==> src/rtl/dsrk_pkg.sv <==
// shared types, constants and the step micro-program of the spring integrator
package dsrk_pkg;

  // configuration port geometry
  localparam int CFG_IDX_BITS  = 3;
  localparam int CFG_DATA_BITS = 32;
  localparam int OUT_BITS      = 32;

  // configuration register indexes
  typedef enum logic [CFG_IDX_BITS-1:0] {
    REG_STIFFNESS      = 3'd0,
    REG_DAMPING        = 3'd1,
    REG_STEP_SIZE      = 3'd2,
    REG_START_POSITION = 3'd3,
    REG_START_VELOCITY = 3'd4
  } cfg_reg_e;

  // shared unit operations
  typedef enum logic [1:0] {
    OP_ADD = 2'd0,
    OP_NEG = 2'd1,
    OP_MUL = 2'd2
  } op_e;

  // operand and destination codes: scratch entries below 16, named values from 16 up
  typedef enum logic [4:0] {
    SRC_T0    = 5'd0,
    SRC_T1    = 5'd1,
    SRC_AV    = 5'd2,
    SRC_BX    = 5'd3,
    SRC_BV    = 5'd4,
    SRC_CX    = 5'd5,
    SRC_CV    = 5'd6,
    SRC_DX    = 5'd7,
    SRC_DV    = 5'd8,
    SRC_X     = 5'd16,
    SRC_V     = 5'd17,
    SRC_K     = 5'd18,
    SRC_C     = 5'd19,
    SRC_H     = 5'd20,
    SRC_HALF  = 5'd21,
    SRC_SIXTH = 5'd22
  } src_e;

  // scratch register file
  localparam int RF_DEPTH = 9;
  localparam int RF_AW    = $clog2(RF_DEPTH);

  // micro-program length
  localparam int PROG_LEN = 46;
  localparam int PC_BITS  = $clog2(PROG_LEN);

  typedef struct packed {
    op_e  op;
    src_e a;
    src_e b;
    src_e dst;
  } uop_t;

  // request to and response from the shared unit
  typedef struct packed {
    logic start;
    op_e  op;
  } alu_req_t;

  typedef struct packed {
    logic done;
    logic clip;
  } alu_rsp_t;

  // one rk4 step as a list of dependent operations
  function automatic uop_t prog_rom(input logic [PC_BITS-1:0] pc);
    uop_t u;
    u = '{OP_ADD, SRC_T0, SRC_T0, SRC_T0};
    case (pc)
      // a: acceleration at the current state
      6'd0:  u = '{OP_MUL, SRC_K,    SRC_X,     SRC_T0};
      6'd1:  u = '{OP_NEG, SRC_T0,   SRC_T0,    SRC_T0};
      6'd2:  u = '{OP_MUL, SRC_C,    SRC_V,     SRC_T1};
      6'd3:  u = '{OP_NEG, SRC_T1,   SRC_T1,    SRC_T1};
      6'd4:  u = '{OP_ADD, SRC_T0,   SRC_T1,    SRC_AV};
      // b: half step along a
      6'd5:  u = '{OP_MUL, SRC_AV,   SRC_HALF,  SRC_T0};
      6'd6:  u = '{OP_ADD, SRC_V,    SRC_T0,    SRC_BX};
      6'd7:  u = '{OP_MUL, SRC_V,    SRC_HALF,  SRC_T0};
      6'd8:  u = '{OP_ADD, SRC_X,    SRC_T0,    SRC_T0};
      6'd9:  u = '{OP_MUL, SRC_K,    SRC_T0,    SRC_T0};
      6'd10: u = '{OP_NEG, SRC_T0,   SRC_T0,    SRC_T0};
      6'd11: u = '{OP_MUL, SRC_C,    SRC_BX,    SRC_T1};
      6'd12: u = '{OP_NEG, SRC_T1,   SRC_T1,    SRC_T1};
      6'd13: u = '{OP_ADD, SRC_T0,   SRC_T1,    SRC_BV};
      // c: half step along b
      6'd14: u = '{OP_MUL, SRC_BV,   SRC_HALF,  SRC_T0};
      6'd15: u = '{OP_ADD, SRC_V,    SRC_T0,    SRC_CX};
      6'd16: u = '{OP_MUL, SRC_BX,   SRC_HALF,  SRC_T0};
      6'd17: u = '{OP_ADD, SRC_X,    SRC_T0,    SRC_T0};
      6'd18: u = '{OP_MUL, SRC_K,    SRC_T0,    SRC_T0};
      6'd19: u = '{OP_NEG, SRC_T0,   SRC_T0,    SRC_T0};
      6'd20: u = '{OP_MUL, SRC_C,    SRC_CX,    SRC_T1};
      6'd21: u = '{OP_NEG, SRC_T1,   SRC_T1,    SRC_T1};
      6'd22: u = '{OP_ADD, SRC_T0,   SRC_T1,    SRC_CV};
      // d: full step along c
      6'd23: u = '{OP_MUL, SRC_CV,   SRC_H,     SRC_T0};
      6'd24: u = '{OP_ADD, SRC_V,    SRC_T0,    SRC_DX};
      6'd25: u = '{OP_MUL, SRC_CX,   SRC_H,     SRC_T0};
      6'd26: u = '{OP_ADD, SRC_X,    SRC_T0,    SRC_T0};
      6'd27: u = '{OP_MUL, SRC_K,    SRC_T0,    SRC_T0};
      6'd28: u = '{OP_NEG, SRC_T0,   SRC_T0,    SRC_T0};
      6'd29: u = '{OP_MUL, SRC_C,    SRC_DX,    SRC_T1};
      6'd30: u = '{OP_NEG, SRC_T1,   SRC_T1,    SRC_T1};
      6'd31: u = '{OP_ADD, SRC_T0,   SRC_T1,    SRC_DV};
      // weighted position update
      6'd32: u = '{OP_ADD, SRC_BX,   SRC_CX,    SRC_T0};
      6'd33: u = '{OP_ADD, SRC_T0,   SRC_T0,    SRC_T0};
      6'd34: u = '{OP_ADD, SRC_V,    SRC_T0,    SRC_T0};
      6'd35: u = '{OP_ADD, SRC_T0,   SRC_DX,    SRC_T0};
      6'd36: u = '{OP_MUL, SRC_T0,   SRC_SIXTH, SRC_T0};
      6'd37: u = '{OP_MUL, SRC_T0,   SRC_H,     SRC_T0};
      6'd38: u = '{OP_ADD, SRC_X,    SRC_T0,    SRC_X};
      // weighted velocity update
      6'd39: u = '{OP_ADD, SRC_BV,   SRC_CV,    SRC_T0};
      6'd40: u = '{OP_ADD, SRC_T0,   SRC_T0,    SRC_T0};
      6'd41: u = '{OP_ADD, SRC_AV,   SRC_T0,    SRC_T0};
      6'd42: u = '{OP_ADD, SRC_T0,   SRC_DV,    SRC_T0};
      6'd43: u = '{OP_MUL, SRC_T0,   SRC_SIXTH, SRC_T0};
      6'd44: u = '{OP_MUL, SRC_T0,   SRC_H,     SRC_T0};
      6'd45: u = '{OP_ADD, SRC_V,    SRC_T0,    SRC_V};
      default: u = '{OP_ADD, SRC_T0, SRC_T0, SRC_T0};
    endcase
    return u;
  endfunction

endpackage

==> src/rtl/dsrk_intf.sv <==
// handshake channels of the spring integrator: tick input, result output, register writes

interface dsrk_in_if;
  logic valid;
  logic ready;
  logic restart;

  modport source (output valid, output restart, input ready);
  modport sink (input valid, input restart, output ready);
endinterface

interface dsrk_out_if;
  logic                               valid;
  logic                               ready;
  logic signed [dsrk_pkg::OUT_BITS-1:0] position_out;
  logic signed [dsrk_pkg::OUT_BITS-1:0] velocity_out;
  logic                               saturated;

  modport source (output valid, output position_out, output velocity_out,
                  output saturated, input ready);
  modport sink (input valid, input position_out, input velocity_out,
                input saturated, output ready);
endinterface

interface dsrk_cfg_if;
  logic                                  valid;
  logic                                  ready;
  logic [dsrk_pkg::CFG_IDX_BITS-1:0]     index;
  logic [dsrk_pkg::CFG_DATA_BITS-1:0]    data;

  modport source (output valid, output index, output data, input ready);
  modport sink (input valid, input index, input data, output ready);
endinterface

==> src/rtl/dsrk_rf.sv <==
// scratch register file, one write port and two registered read ports
module dsrk_rf #(
  parameter int W = 32
) (
  input  logic                           clk_i,
  input  logic                           we_i,
  input  logic [dsrk_pkg::RF_AW-1:0]     waddr_i,
  input  logic signed [W-1:0]            wdata_i,
  input  logic [dsrk_pkg::RF_AW-1:0]     raddr_a_i,
  input  logic [dsrk_pkg::RF_AW-1:0]     raddr_b_i,
  output logic signed [W-1:0]            rdata_a_o,
  output logic signed [W-1:0]            rdata_b_o
);
  import dsrk_pkg::*;

  logic signed [W-1:0] mem_q [RF_DEPTH];

  // write port
  always_ff @(posedge clk_i) begin
    if (we_i) begin
      mem_q[waddr_i] <= wdata_i;
    end
  end

  // registered reads
  always_ff @(posedge clk_i) begin
    rdata_a_o <= mem_q[raddr_a_i];
    rdata_b_o <= mem_q[raddr_b_i];
  end

endmodule

==> src/rtl/dsrk_mul.sv <==
// iterative fixed-point multiplier: four half-word partial products, sign fix, shift and clip
module dsrk_mul #(
  parameter int W = 32,
  parameter int F = 16
) (
  input  logic                clk_i,
  input  logic                rst_ni,
  input  logic                start_i,
  input  logic signed [W-1:0] a_i,
  input  logic signed [W-1:0] b_i,
  output logic                done_o,
  output logic                clip_o,
  output logic signed [W-1:0] result_o
);
  import dsrk_pkg::*;

  localparam int HB = (W + 1) / 2;
  localparam int PW = 2 * W;
  localparam logic [W-1:0] WMAX = {1'b0, {(W-1){1'b1}}};
  localparam logic [W-1:0] WMIN = {1'b1, {(W-1){1'b0}}};

  typedef enum logic [3:0] {
    M_IDLE = 4'b0001,
    M_PP   = 4'b0010,
    M_FIX  = 4'b0100,
    M_SAT  = 4'b1000
  } mul_state_e;

  mul_state_e        state_q, state_d;
  logic [1:0]        cnt_q;
  logic [W-1:0]      a_mag_q, b_mag_q;
  logic              neg_q;
  logic [PW-1:0]     acc_q, prod_q;
  logic              done_q, clip_q;
  logic [W-1:0]      res_q;

  logic [W-1:0]      a_mag, b_mag;
  logic [HB-1:0]     a_sel, b_sel;
  logic [2*HB-1:0]   pp;
  logic [PW-1:0]     pp_ext, pp_sh;
  logic [1:0]        sh_sel;
  logic signed [PW-1:0] shr;
  logic              ovf;

  // operand magnitudes
  assign a_mag = a_i[W-1] ? (~a_i + 1'b1) : a_i;
  assign b_mag = b_i[W-1] ? (~b_i + 1'b1) : b_i;

  // current partial product and its weight
  assign a_sel  = cnt_q[1] ? HB'(a_mag_q[W-1:HB]) : a_mag_q[HB-1:0];
  assign b_sel  = cnt_q[0] ? HB'(b_mag_q[W-1:HB]) : b_mag_q[HB-1:0];
  assign pp     = a_sel * b_sel;
  assign pp_ext = PW'(pp);
  assign sh_sel = {1'b0, cnt_q[1]} + {1'b0, cnt_q[0]};

  always_comb begin
    case (sh_sel)
      2'd0:    pp_sh = pp_ext;
      2'd1:    pp_sh = pp_ext << HB;
      default: pp_sh = pp_ext << (2 * HB);
    endcase
  end

  // drop fraction bits and check the word range
  assign shr = $signed(prod_q) >>> F;
  assign ovf = (shr[PW-1:W-1] != {(PW-W+1){shr[W-1]}});

  // sequencing
  always_comb begin
    state_d = state_q;
    case (state_q)
      M_IDLE:  if (start_i) state_d = M_PP;
      M_PP:    if (cnt_q == 2'd3) state_d = M_FIX;
      M_FIX:   state_d = M_SAT;
      M_SAT:   state_d = M_IDLE;
      default: state_d = M_IDLE;
    endcase
  end

  always_ff @(posedge clk_i or negedge rst_ni) begin
    if (!rst_ni) begin
      state_q <= M_IDLE;
      cnt_q   <= '0;
      done_q  <= 1'b0;
    end else begin
      state_q <= state_d;
      done_q  <= (state_q == M_SAT);
      if (state_q == M_PP) begin
        cnt_q <= cnt_q + 2'd1;
      end else begin
        cnt_q <= '0;
      end
    end
  end

  // datapath
  always_ff @(posedge clk_i) begin
    case (state_q)
      M_IDLE: begin
        a_mag_q <= a_mag;
        b_mag_q <= b_mag;
        neg_q   <= a_i[W-1] ^ b_i[W-1];
        acc_q   <= '0;
      end
      M_PP:  acc_q  <= acc_q + pp_sh;
      M_FIX: prod_q <= neg_q ? (~acc_q + 1'b1) : acc_q;
      M_SAT: begin
        clip_q <= ovf;
        res_q  <= ovf ? (shr[PW-1] ? WMIN : WMAX) : shr[W-1:0];
      end
      default: ;
    endcase
  end

  assign done_o   = done_q;
  assign clip_o   = clip_q;
  assign result_o = $signed(res_q);

endmodule

==> src/rtl/dsrk_alu.sv <==
// shared arithmetic unit: combinational saturating add and negate, iterative multiply
module dsrk_alu #(
  parameter int W = 32,
  parameter int F = 16
) (
  input  logic                  clk_i,
  input  logic                  rst_ni,
  input  dsrk_pkg::alu_req_t    req_i,
  input  logic signed [W-1:0]   a_i,
  input  logic signed [W-1:0]   b_i,
  output dsrk_pkg::alu_rsp_t    rsp_o,
  output logic signed [W-1:0]   result_o
);
  import dsrk_pkg::*;

  localparam logic [W-1:0] WMAX = {1'b0, {(W-1){1'b1}}};
  localparam logic [W-1:0] WMIN = {1'b1, {(W-1){1'b0}}};

  logic [W:0]          sum;
  logic                add_ovf;
  logic [W-1:0]        add_res;
  logic                neg_min;
  logic [W-1:0]        neg_res;
  logic                mul_done, mul_clip;
  logic signed [W-1:0] mul_res;
  logic [W-1:0]        fast_res;
  logic                fast_clip;

  // saturating add
  assign sum     = {a_i[W-1], a_i} + {b_i[W-1], b_i};
  assign add_ovf = sum[W] ^ sum[W-1];
  assign add_res = add_ovf ? (sum[W] ? WMIN : WMAX) : sum[W-1:0];

  // saturating negate
  assign neg_min = (a_i == WMIN);
  assign neg_res = neg_min ? WMAX : (~a_i + 1'b1);

  always_comb begin
    case (req_i.op)
      OP_ADD: begin
        fast_res  = add_res;
        fast_clip = add_ovf;
      end
      OP_NEG: begin
        fast_res  = neg_res;
        fast_clip = neg_min;
      end
      default: begin
        fast_res  = add_res;
        fast_clip = 1'b0;
      end
    endcase
  end

  dsrk_mul #(
    .W (W),
    .F (F)
  ) u_mul (
    .clk_i    (clk_i),
    .rst_ni   (rst_ni),
    .start_i  (req_i.start && (req_i.op == OP_MUL)),
    .a_i      (a_i),
    .b_i      (b_i),
    .done_o   (mul_done),
    .clip_o   (mul_clip),
    .result_o (mul_res)
  );

  // response: fast ops finish in their start cycle, products when the multiplier is done
  always_comb begin
    if (mul_done) begin
      rsp_o.done = 1'b1;
      rsp_o.clip = mul_clip;
      result_o   = mul_res;
    end else begin
      rsp_o.done = req_i.start && (req_i.op != OP_MUL);
      rsp_o.clip = fast_clip;
      result_o   = $signed(fast_res);
    end
  end

endmodule

==> src/rtl/damped_spring_rk4_step.sv <==
// damped spring integrator: one rk4 step per step tick on a shared arithmetic unit
// restart tick: loads the start position and velocity and hands them over as the result;
// a step tick runs 28 add/negate operations, and 18 products through the one shared
// multiplier, then hands over the result
// one tick at a time; the next tick is accepted once the result sits in the output register
// reset: position and velocity zero, registers at their defaults, no result pending
module damped_spring_rk4_step #(
  parameter int WORD_BITS = 32,
  parameter int FRAC_BITS = 16
) (
  input  logic             clk_i,
  input  logic             rst_ni,
  dsrk_in_if.sink          in_i,
  dsrk_out_if.source       out_o,
  dsrk_cfg_if.sink         cfg_i
);
  import dsrk_pkg::*;

  localparam int W  = WORD_BITS;
  localparam int EW = ((W > 32) ? W : 32) + 1;
  localparam logic signed [EW-1:0] WMAX_E = $signed({{(EW-W+1){1'b0}}, {(W-1){1'b1}}});
  localparam logic signed [EW-1:0] WMIN_E = ~WMAX_E;
  localparam logic [W-1:0] WMAX = {1'b0, {(W-1){1'b1}}};
  localparam logic [W-1:0] WMIN = {1'b1, {(W-1){1'b0}}};
  localparam longint unsigned SIXTH_L = ((64'd1 << FRAC_BITS) + 64'd3) / 64'd6;
  localparam logic [W-1:0] SIXTH_W = W'(SIXTH_L);

  typedef enum logic [4:0] {
    ST_IDLE  = 5'b00001,
    ST_ISSUE = 5'b00010,
    ST_START = 5'b00100,
    ST_WAIT  = 5'b01000,
    ST_EMIT  = 5'b10000
  } state_e;

  // clip a register value to the word range, flag on top
  function automatic logic [W:0] fit_word(input logic signed [EW-1:0] v);
    if (v > WMAX_E) begin
      return {1'b1, WMAX};
    end else if (v < WMIN_E) begin
      return {1'b1, WMIN};
    end
    return {1'b0, v[W-1:0]};
  endfunction

  state_e                 state_q, state_d;
  logic [PC_BITS-1:0]     pc_q;
  logic signed [W-1:0]    position_q, velocity_q;
  logic                   sat_q;
  logic [30:0]            stiffness_q, damping_q, step_size_q;
  logic [31:0]            start_pos_q, start_vel_q;
  logic                   out_valid_q;
  logic [OUT_BITS-1:0]    pos_out_q, vel_out_q;
  logic                   sat_out_q;

  logic [W:0]             k_fit, c_fit, h_fit, sp_fit, sv_fit;
  logic [W-1:0]           half_w;
  uop_t                   uop;
  logic signed [W-1:0]    rf_a, rf_b, op_a, op_b, alu_res;
  alu_req_t               alu_req;
  alu_rsp_t               alu_rsp;
  logic                   in_acc, wb, last_op, out_free;
  logic                   rf_we;
  logic [EW-1:0]          pos_ext, vel_ext;

  assign in_acc   = in_i.valid && in_i.ready;
  assign in_i.ready  = (state_q == ST_IDLE);
  assign cfg_i.ready = 1'b1;

  // register writes
  always_ff @(posedge clk_i or negedge rst_ni) begin
    if (!rst_ni) begin
      stiffness_q <= 31'd655360;
      damping_q   <= 31'd65536;
      step_size_q <= 31'd65536;
      start_pos_q <= 32'd6554;
      start_vel_q <= 32'd1638400;
    end else if (cfg_i.valid && cfg_i.ready) begin
      case (cfg_i.index)
        REG_STIFFNESS:      stiffness_q <= cfg_i.data[30:0];
        REG_DAMPING:        damping_q   <= cfg_i.data[30:0];
        REG_STEP_SIZE:      step_size_q <= cfg_i.data[30:0];
        REG_START_POSITION: start_pos_q <= cfg_i.data;
        REG_START_VELOCITY: start_vel_q <= cfg_i.data;
        default: ;
      endcase
    end
  end

  // register values in word form
  assign k_fit  = fit_word($signed({{(EW-31){1'b0}}, stiffness_q}));
  assign c_fit  = fit_word($signed({{(EW-31){1'b0}}, damping_q}));
  assign h_fit  = fit_word($signed({{(EW-31){1'b0}}, step_size_q}));
  assign sp_fit = fit_word($signed({{(EW-32){start_pos_q[31]}}, start_pos_q}));
  assign sv_fit = fit_word($signed({{(EW-32){start_vel_q[31]}}, start_vel_q}));
  assign half_w = {1'b0, h_fit[W-1:1]};

  // current operation
  assign uop = prog_rom(pc_q);

  dsrk_rf #(
    .W (W)
  ) u_rf (
    .clk_i     (clk_i),
    .we_i      (rf_we),
    .waddr_i   (uop.dst[RF_AW-1:0]),
    .wdata_i   (alu_res),
    .raddr_a_i (uop.a[RF_AW-1:0]),
    .raddr_b_i (uop.b[RF_AW-1:0]),
    .rdata_a_o (rf_a),
    .rdata_b_o (rf_b)
  );

  // operand selection
  function automatic logic [W-1:0] pick(input src_e s, input logic [W-1:0] rf_v,
                                        input logic [W-1:0] x, input logic [W-1:0] v,
                                        input logic [W-1:0] k, input logic [W-1:0] c,
                                        input logic [W-1:0] h, input logic [W-1:0] hh);
    logic [W-1:0] r;
    case (s)
      SRC_X:     r = x;
      SRC_V:     r = v;
      SRC_K:     r = k;
      SRC_C:     r = c;
      SRC_H:     r = h;
      SRC_HALF:  r = hh;
      SRC_SIXTH: r = SIXTH_W;
      default:   r = rf_v;
    endcase
    return r;
  endfunction

  assign op_a = $signed(pick(uop.a, rf_a, position_q, velocity_q, k_fit[W-1:0],
                             c_fit[W-1:0], h_fit[W-1:0], half_w));
  assign op_b = $signed(pick(uop.b, rf_b, position_q, velocity_q, k_fit[W-1:0],
                             c_fit[W-1:0], h_fit[W-1:0], half_w));

  assign alu_req.start = (state_q == ST_START);
  assign alu_req.op    = uop.op;

  dsrk_alu #(
    .W (W),
    .F (FRAC_BITS)
  ) u_alu (
    .clk_i    (clk_i),
    .rst_ni   (rst_ni),
    .req_i    (alu_req),
    .a_i      (op_a),
    .b_i      (op_b),
    .rsp_o    (alu_rsp),
    .result_o (alu_res)
  );

  // write-back control
  assign wb       = alu_rsp.done && (state_q == ST_START || state_q == ST_WAIT);
  assign rf_we    = wb && (uop.dst != SRC_X) && (uop.dst != SRC_V);
  assign last_op  = (pc_q == PC_BITS'(PROG_LEN - 1));
  assign out_free = !out_valid_q || out_o.ready;

  // sequencer
  always_comb begin
    state_d = state_q;
    case (state_q)
      ST_IDLE:  if (in_acc) state_d = in_i.restart ? ST_EMIT : ST_ISSUE;
      ST_ISSUE: state_d = ST_START;
      ST_START: begin
        if (wb) begin
          state_d = last_op ? ST_EMIT : ST_ISSUE;
        end else begin
          state_d = ST_WAIT;
        end
      end
      ST_WAIT:  if (wb) state_d = last_op ? ST_EMIT : ST_ISSUE;
      ST_EMIT:  if (out_free) state_d = ST_IDLE;
      default:  state_d = ST_IDLE;
    endcase
  end

  // state, position and velocity
  always_ff @(posedge clk_i or negedge rst_ni) begin
    if (!rst_ni) begin
      state_q    <= ST_IDLE;
      pc_q       <= '0;
      position_q <= '0;
      velocity_q <= '0;
      sat_q      <= 1'b0;
    end else begin
      state_q <= state_d;
      if (in_acc) begin
        pc_q <= '0;
        if (in_i.restart) begin
          position_q <= $signed(sp_fit[W-1:0]);
          velocity_q <= $signed(sv_fit[W-1:0]);
          sat_q      <= sp_fit[W] | sv_fit[W];
        end else begin
          sat_q <= k_fit[W] | c_fit[W] | h_fit[W];
        end
      end else if (wb) begin
        sat_q <= sat_q | alu_rsp.clip;
        if (!last_op) begin
          pc_q <= pc_q + 1'b1;
        end
        if (uop.dst == SRC_X) begin
          position_q <= alu_res;
        end
        if (uop.dst == SRC_V) begin
          velocity_q <= alu_res;
        end
      end
    end
  end

  // output register
  assign pos_ext = {{(EW-W){position_q[W-1]}}, position_q};
  assign vel_ext = {{(EW-W){velocity_q[W-1]}}, velocity_q};

  always_ff @(posedge clk_i or negedge rst_ni) begin
    if (!rst_ni) begin
      out_valid_q <= 1'b0;
    end else if (state_q == ST_EMIT && out_free) begin
      out_valid_q <= 1'b1;
    end else if (out_o.ready) begin
      out_valid_q <= 1'b0;
    end
  end

  always_ff @(posedge clk_i) begin
    if (state_q == ST_EMIT && out_free) begin
      pos_out_q <= pos_ext[OUT_BITS-1:0];
      vel_out_q <= vel_ext[OUT_BITS-1:0];
      sat_out_q <= sat_q;
    end
  end

  assign out_o.valid        = out_valid_q;
  assign out_o.position_out = $signed(pos_out_q);
  assign out_o.velocity_out = $signed(vel_out_q);
  assign out_o.saturated    = sat_out_q;

  // shared unit only answers while an operation is in flight
  a_done_in_exec: assert property (@(posedge clk_i) disable iff (!rst_ni)
    alu_rsp.done |-> (state_q == ST_START || state_q == ST_WAIT))
    else $error("shared unit response outside an operation");

  // program counter stays inside the micro-program
  a_pc_range: assert property (@(posedge clk_i) disable iff (!rst_ni)
    pc_q < PC_BITS'(PROG_LEN))
    else $error("program counter beyond the step program");

  // a step transaction starts the program from its first operation
  a_step_start: assert property (@(posedge clk_i) disable iff (!rst_ni)
    (in_acc && !in_i.restart) |=> (state_q == ST_ISSUE && pc_q == '0))
    else $error("step did not start at the first operation");

  // a finished result waits while the previous one is still held
  a_emit_wait: assert property (@(posedge clk_i) disable iff (!rst_ni)
    (state_q == ST_EMIT && out_valid_q && !out_o.ready) |=> (state_q == ST_EMIT))
    else $error("result overwrote a pending transaction");

endmodule
==> src/flat_wrapper.sv <==
// flat-port wrapper written by rule: the top's interface ports become plain ports
module damped_spring_rk4_step_flat import dsrk_pkg::*;
#(
  parameter int WORD_BITS = 32,
  parameter int FRAC_BITS = 16
)
  (clk_i, rst_ni, in_i_valid, in_i_restart, in_i_ready, out_o_valid, out_o_position_out, out_o_velocity_out, out_o_saturated, out_o_ready, cfg_i_valid, cfg_i_index, cfg_i_data, cfg_i_ready);
  dsrk_in_if in_i_i ();
  dsrk_out_if out_o_i ();
  dsrk_cfg_if cfg_i_i ();
  input  logic clk_i;
  input  logic rst_ni;
  input wire logic [$bits(in_i_i.valid)-1:0] in_i_valid;
  input wire logic [$bits(in_i_i.restart)-1:0] in_i_restart;
  output wire logic [$bits(in_i_i.ready)-1:0] in_i_ready;
  output wire logic [$bits(out_o_i.valid)-1:0] out_o_valid;
  output wire logic [$bits(out_o_i.position_out)-1:0] out_o_position_out;
  output wire logic [$bits(out_o_i.velocity_out)-1:0] out_o_velocity_out;
  output wire logic [$bits(out_o_i.saturated)-1:0] out_o_saturated;
  input wire logic [$bits(out_o_i.ready)-1:0] out_o_ready;
  input wire logic [$bits(cfg_i_i.valid)-1:0] cfg_i_valid;
  input wire logic [$bits(cfg_i_i.index)-1:0] cfg_i_index;
  input wire logic [$bits(cfg_i_i.data)-1:0] cfg_i_data;
  output wire logic [$bits(cfg_i_i.ready)-1:0] cfg_i_ready;
  assign in_i_i.valid = in_i_valid;
  assign in_i_i.restart = in_i_restart;
  assign in_i_ready = in_i_i.ready;
  assign out_o_valid = out_o_i.valid;
  assign out_o_position_out = out_o_i.position_out;
  assign out_o_velocity_out = out_o_i.velocity_out;
  assign out_o_saturated = out_o_i.saturated;
  assign out_o_i.ready = out_o_ready;
  assign cfg_i_i.valid = cfg_i_valid;
  assign cfg_i_i.index = cfg_i_index;
  assign cfg_i_i.data = cfg_i_data;
  assign cfg_i_ready = cfg_i_i.ready;
  damped_spring_rk4_step #(.WORD_BITS(WORD_BITS), .FRAC_BITS(FRAC_BITS)) u_core (.clk_i(clk_i), .rst_ni(rst_ni), .in_i(in_i_i), .out_o(out_o_i), .cfg_i(cfg_i_i));
endmodule
==> config.mk <==
export PLATFORM = sky130hd
export DESIGN_NAME = damped_spring_rk4_step_flat
export DESIGN_NICKNAME = d
export VERILOG_FILES = /design/src/rtl/dsrk_pkg.sv /design/src/rtl/dsrk_intf.sv /design/src/rtl/dsrk_rf.sv /design/src/rtl/dsrk_mul.sv /design/src/rtl/dsrk_alu.sv /design/src/rtl/damped_spring_rk4_step.sv /design/src/flat_wrapper.sv
export SDC_FILE = /design/constraint.sdc
export NUM_CORES = 2
export LEC_CHECK = 0
export BUFFER_PORTS_ARGS = -buffer_cell sky130_fd_sc_hd__buf_4
export CAP_MARGIN = 20
export CORE_MARGIN = 8
export CORE_UTILIZATION = 45
export DETAILED_ROUTE_END_ITERATION = 10
export GPL_ROUTABILITY_DRIVEN = 0
export PLACE_DENSITY = 0.63
export SETUP_SLACK_MARGIN = 0.3
export SLEW_MARGIN = 20
export SYNTH_ARGS = -nofsm -noshare
export SYNTH_HDL_FRONTEND = slang
export SYNTH_SLANG_ARGS = --single-unit
==> constraint.sdc <==
create_clock -name clk_i -period 14.3 [get_ports clk_i]
set_input_delay 2.86 -clock clk_i [delete_from_list [all_inputs] [get_ports clk_i]]
set_output_delay 2.86 -clock clk_i [all_outputs]
set_load 0.1 [all_outputs]
## After elaboration in Yosys (flattened, before gate mapping)

Memories as Yosys holds them, arrays and structs flattened. A register that Yosys moved wholly into a read port is not among the register bits.
Cells that the tools add are included.

| cells by class | value |
|---|---|
| add/subtract/negate cells | 8 |
| multiply operators | 1 |
| order comparisons | 4 |
| equal/unequal tests | 46 |
| muxes and demuxes | 57 |
| bitwise logic cells | 7 |
| reductions and logical operators | 28 |

Operators by type and width:

| operator | number |
|---|---|
| $mux W32 | 15 |
| $pmux W32 S7 | 2 |
| $pmux W64 S2 | 2 |
| $mux W33 | 6 |
| $eq A5 B5 Y1 const B | 17 |
| $add A32 B1 Y32 const B | 2 |
| $add A64 B1 Y64 const B | 1 |
| $add A64 B64 Y64 | 1 |
| $gt A32 B32 Y1 const B | 2 |
| $lt A32 B32 Y1 const B | 2 |
| $mux W64 | 1 |
| $not A32 Y32 | 2 |
| $not A64 Y64 | 1 |
| $mux W31 | 2 |
| $add A32 B32 Y33 | 1 |
| $eq A32 B32 Y1 const B | 1 |
| $mul A16 B16 Y32 | 1 |
| $mux W16 | 2 |
| $ne A32 B32 Y1 | 1 |
| $mux W5 | 6 |
| $pmux W5 S5 | 1 |
| $mux W6 | 3 |
| $reduce_and A2 Y1 | 7 |
| $pmux W4 S3 | 1 |
| other kinds (33) | 71 |

| word-level totals | value |
|---|---|
| bits in registers | 532 |
| memory bits (writable) | 288 |
| bits in read-only memories | 1,024 |
| input port bits | 41 |
| output and inout port bits | 68 |
| logic and storage cells | 179 |
| memories | 2 |

Memory list:

| name | depth | bits a word | read ports | clocked after Yosys merged registers in | write ports | RTL line | RTL |
|---|---|---|---|---|---|---|---|
| (no name shown) | 64 | 16 | 1 | 0 | 0 | dsrk_pkg.sv:75 | `case (pc)` |
| u_core.u_rf.mem_q | 9 | 32 | 2 | 2 | 1 | dsrk_rf.sv:16 | `logic signed [W-1:0] mem_q [RF_DEPTH];` |

## Longest topological paths before layout

An unclocked memory read counts as a cell.

| logic depth | value |
|---|---|
| depth after elaboration | 12 |
| gate-level depth with buffers | 42 |
| gate-level depth less buffers | 39 |

## Hierarchy

A second synthesis with hierarchy kept.

| second synthesis, totals | value |
|---|---|
| cell total of the unflattened synthesis | 5,260 |
| area, all modules | 56,683.1 sq um |

By module, submodules not included:

| module | times used | cells each | area each (sq um) | seq. area each (sq um) |
|---|---|---|---|---|
| dsrk_mul | 1 | 2,359 | 22,323.9 | 6,482.5 |
| damped_spring_rk4_step | 1 | 1,448 | 15,977.8 | 7,826.3 |
| dsrk_rf | 1 | 955 | 15,250.9 | 9,929.5 |
| dsrk_alu | 1 | 498 | 3,130.5 | 0.0 |

## Least setup slack after synthesis

OpenSTA, ideal clock, no wires.

| path | value |
|---|---|
| path type | reg2reg |
| from | reg u_core.u_alu.u_mul.cnt_q[1] |
| to | reg u_core.u_alu.u_mul.acc_q[47] (data pin) |
| library setup time | 0.266 ns |
| arrival time | 9.760 ns |
| data required time | 14.034 ns |
| setup slack | 4.273 ns |
| cell stages (with the launch flop) | 41 |
| path buffers | 3 |
| clock period less this slack | 10.027 ns |
| cells stage by stage | dfrtp_1 -> clkbuf_1 -> buf_1 -> clkbuf_1 -> mux2i_1 -> nor2_1 -> fa_1 -> inv_1 -> fa_1 -> fa_1 -> fa_1 -> inv_1 -> fa_1 -> inv_1 -> fa_1 -> inv_1 -> ha_1 -> a21o_1 -> (+5 left out) -> a31oi_1 -> o21bai_1 -> a21oi_1 -> xnor2_1 -> nand2_1 -> o21ai_0 -> ha_1 -> a21o_1 -> a21o_1 -> a21o_1 -> a21oi_1 -> o21ai_0 -> nor3_1 -> o21ai_0 -> a41oi_1 -> a21oi_1 -> a311oi_1 -> mux2i_1 |

| between the ends | value |
|---|---|
| word-level cells in the longest chain between the ends | 5 |
| elaborated cells on any way between the ends | 8 |
| those cells by class | add/sub (2); mul (1); eq/ne (1); mux (3); reduce/logical (1) |

RTL lines:

| element | RTL line | RTL |
|---|---|---|
| start, declared | dsrk_mul.sv:30 | `logic [1:0] cnt_q;` |
| start signal, assigned | dsrk_mul.sv:89 | `cnt_q <= cnt_q + 2'd1;` |
| $mux W16 / $add A1 B1 Y2 (equally long branches) | dsrk_mul.sv:50, dsrk_mul.sv:54 |  |
| $mul A16 B16 Y32 (tied with other cells) | dsrk_mul.sv:52 | `assign pp = a_sel * b_sel;` |
| $pmux W64 S2 * | dsrk_mul.sv:57 | `case (sh_sel)` |
| $add A64 B64 Y64 * | dsrk_mul.sv:105 | `M_PP: acc_q <= acc_q + pp_sh;` |
| $pmux W64 S2 * | dsrk_mul.sv:98 | `case (state_q)` |
| end signal, assigned | dsrk_mul.sv:105 |  |
| end, declared | dsrk_mul.sv:33 | `logic [PW-1:0] acc_q, prod_q;` |

Every way passes the cells marked *; elsewhere a longest branch is shown, timed or not.
A chain may end at the register's enable or synchronous reset.

## Worst setup path in the final report

Same ends and word-level chain as after synthesis.

==> key figures <==
Clock tree
  – Skew-Pair Late Insertion Delay: 0.76 ns
  – CTS Buffer Depth: 3
  – Total setup buffers inserted after CTS: 0
  – CTS Buf Count: 94
  – Clock Tree Root: clkbuf_16
  – TritonCTS clock tree: built
  – Num Clock Sinks: roughly 870
  – Hold_buf cts: 0
  – PostCTS Resize Cnt: 0
  – Htree depth: 3
  – Clock transition at path regs: 0.06 ns

GRT
  – GR Util All Layers: between 20% and 30%
  – Vias in the first global route: roughly 44,000
  – Grt ovf: 0
  – First-pass GRT wire length: just under 300,000 µm
  – Initial antenna violation count: 5
  – Maximum number of pins on one net before global-route repair: 115

Logic synthesis
  – Synthesized area per cell: 9.69 µm²
  – Seq/Total Area, Yosys: 43.6%
  – Async S/R FF share, synth: 27.8%
  – Post-synth top area share: 30.4%
  – Post-synth EDFFs: 563
  – Post-Syn Instances: between 5,000 and 6,000
  – Synthesized net count: 6,189
  – YS warnings: 0
  – Netlist cell types: 98
  – Ys flop type: edfxtp_1
  – Top cells by area, synth: edfxtp_1 30%, dfrtp_1 10%, fa_1 7.1%, nand2_1 6.7%, ha_1 4.8%
  – Flops & latches, synth: 868
  – Cell taking the most area after synthesis: edfxtp_1
  – Post-Syn Area: 55,600 µm²

Critical path
  – WP buf/inv: 5
  – CP required: 14.75 ns
  – Most used cell, CP: fa_1
  – Crit path max-delay family: adder cells
  – Crit path kind: flip-flop to flip-flop
  – Setup crit start kind: flip-flop
  – Crit path max fanout: 35
  – Worst Setup End Kind: flip-flop
  – WP data arrival: 11.17 ns
  – Slowest CP cell: mux2i_1
  – Worst path max stage delay: 0.88 ns

STA
  – Fin Setup TNS: 0 ns
  – Final hold slack: about 0.44 ns
  – Least-Margin Pin Slew: 1.33 ns
  – Max Fclk: about 93 MHz
  – Rel. slew slack: 10.4%
  – Final setup fails: 0
  – Clk_skew: around 0.096 ns
  – Final Hold Viols: 0
  – Tcrit/Tclk final: 75.0%
  – Max-slew violations: 0
  – Crit path time final: 10.73 ns
  – RSZ-0062 raised after global routing: no

Drt
  – Final WL: between 150,000 and 200,000 µm
  – Via density: 6.24
  – ANT nets after route: 0
  – Initial drt markers: 6,096
  – Detailed-route via count: 46,400
  – DRC violations left: 1
  – WL/cell: around 26 µm
  – TritonRoute pass-1 iters: 11

Layout
  – Most frequent cells in the layout: 983 x nand2_1, 563 x edfxtp_1, 366 x nand3_1
  – Most common cell after layout, fill and taps aside: nand2_1
  – Syn-to-layout area delta: 10.8%
  – Filler cells: ~11,000
  – Share of layout cells above drive strength 1: 11.7%
  – Number of nets in the layout: 6,164
  – Post-layout util: 50.0%

Floorplan
  – DIE HEIGHT: roughly 370 µm
  – Num rows: 129
  – Core Area: 123,000 µm²
  – DIE AREA: 135,000 µm²
  – I/O pins: 109
  – Chip width: 367 µm
  – Starting density of the core: 45.1%

Worst hold path
  – Worst min path class: flip-flop to flip-flop

Placed design
  – Detail Placement HPWL: 136,000 µm
  – # port buffers: 107

Outcome
  – Status: finished with violations
  – Failing checks: DRC

Job
  – Max-cap viol count: 0
==> layer usage <==
layer / vias up / share of wire (%) / GRT usage [%]
met4: 2 / 6.2 / 14.5
met1: 22500 / 39 / 37.8
met5: - / 0.0062 / 0
met2: 2932 / 42 / 40.4
met3: 672 / 13 / 7.78
li1: 20300 / - / -
==> state kept, by name, indices dropped and copies added (netlist names), 4 cells and up <==
signal,flops
u_core.u_rf.rdata_a_o,32
u_core.start_vel_q,32
u_core.step_size_q,31
u_core.u_alu.u_mul.state_q,4
u_core.u_alu.u_mul.a_mag_q,32
u_core.start_pos_q,32
u_core.u_alu.u_mul.result_o,32
u_core.u_rf.rdata_b_o,32
u_core.u_alu.u_mul.prod_q,48
u_core.stiffness_q,31
u_core.u_alu.u_mul.acc_q,64
u_core.damping_q,31
u_core.out_o.position_out,32
u_core.state_q,5
u_core.pc_q,6
u_core.out_o.velocity_out,32
u_core.u_alu.u_mul.b_mag_q,32
u_core.position_q,32
u_core.u_rf.mem_q,288
u_core.velocity_q,32
==> kinds of logic after synthesis <==
| kind of cell | count (synthesis) | share of synthesized area, % |
|---|---|---|
| AND/OR/NAND/NOR | 2157 | 17.5 |
| AO/OA/AOI/OAI | 1120 | 13.3 |
| flip-flops | 868 | 43.6 |
| buffers and inverters | 673 | 4.64 |
| adder cells (fa/ha/maj) | 411 | 11.9 |
| multiplexers | 266 | 5.24 |
| XOR/XNOR | 242 | 3.81 |
| other | 1 | 0.00675 |
==> tightest hold or removal path, cell delays in order (launching register included) <==
cell and delay (ns):
edfxtp_1 0.32, nand2_1 0.04, o21ai_0 0.06
==> cell usage after synthesis, drive strengths merged (16+ instances only) <==
cell / number
nor3: 76
a21o: 97
or4: 20
nor4: 29
o211ai: 31
nand3: 367
inv: 350
dfstp: 16
a21oi: 266
dfrtp: 225
a31oi: 82
or2: 29
o21ai: 263
dfxtp: 64
nand2: 987
and2: 43
o31ai: 39
xor2: 67
a211oi: 33
nor2b: 25
nand4: 31
and3: 76
mux2: 189
o21bai: 19
a221oi: 20
o22ai: 19
buf: 74
edfxtp: 563
ha: 214
nor2: 359
fa: 196
nand2b: 43
clkbuf: 248
a311oi: 40
xnor2: 175
or3: 30
mux2i: 76
o21a: 20
==> metrics by stage <==
stage / instance area (µm²) / setup slack, ns / instances
floorplan: 55600 / 4.27 / 5738
global placement: 58100 / 3.91 / 7253
detailed placement: 58200 / 3.67 / 7254
CTS: 61600 / 3.68 / 7432
global route: 61600 / 2.82 / 7432
finish: 61600 / 3.57 / 7438
==> final cells by class <==
cell class | count | area [µm²] | area share (%)
Sequential cell | 868 | 24200 | 39.4
Tap cell | 1637 | 2050 | 3.33
Inverter | 351 | 1320 | 2.14
Multi-Input combinational cell | 4197 | 29000 | 47.2
Antenna cell | 6 | 15.0 | 0.0244
Timing Repair Buffer | 201 | 1540 | 2.49
Clock inverter | 49 | 686 | 1.11
Clock buffer | 129 | 2710 | 4.40
==> final timing paths <==
path | start | to | slack, ns | depth (start not counted)
max | u_core.u_alu.u_mul.cnt_q[1] | u_core.u_alu.u_mul.acc_q[47] | 3.57 | 34
min | u_core.u_rf.mem_q[8][29] | u_core.u_rf.rdata_b_o[29] | 0.44 | 2
max reg2reg | u_core.u_alu.u_mul.cnt_q[1] | u_core.u_alu.u_mul.acc_q[47] | 3.57 | 34
min reg2reg | u_core.u_rf.mem_q[8][29] | u_core.u_rf.rdata_b_o[29] | 0.44 | 2
max in group asynchronous | rst_ni | u_core.out_o.valid | 9.85 | 3
min in group asynchronous | rst_ni | u_core.start_pos_q[9] | 2.15 | 1
Power is left out: the tool's default activity adds up to more than one toggle a clock period on the data nets, which glitch-free logic cannot reach.
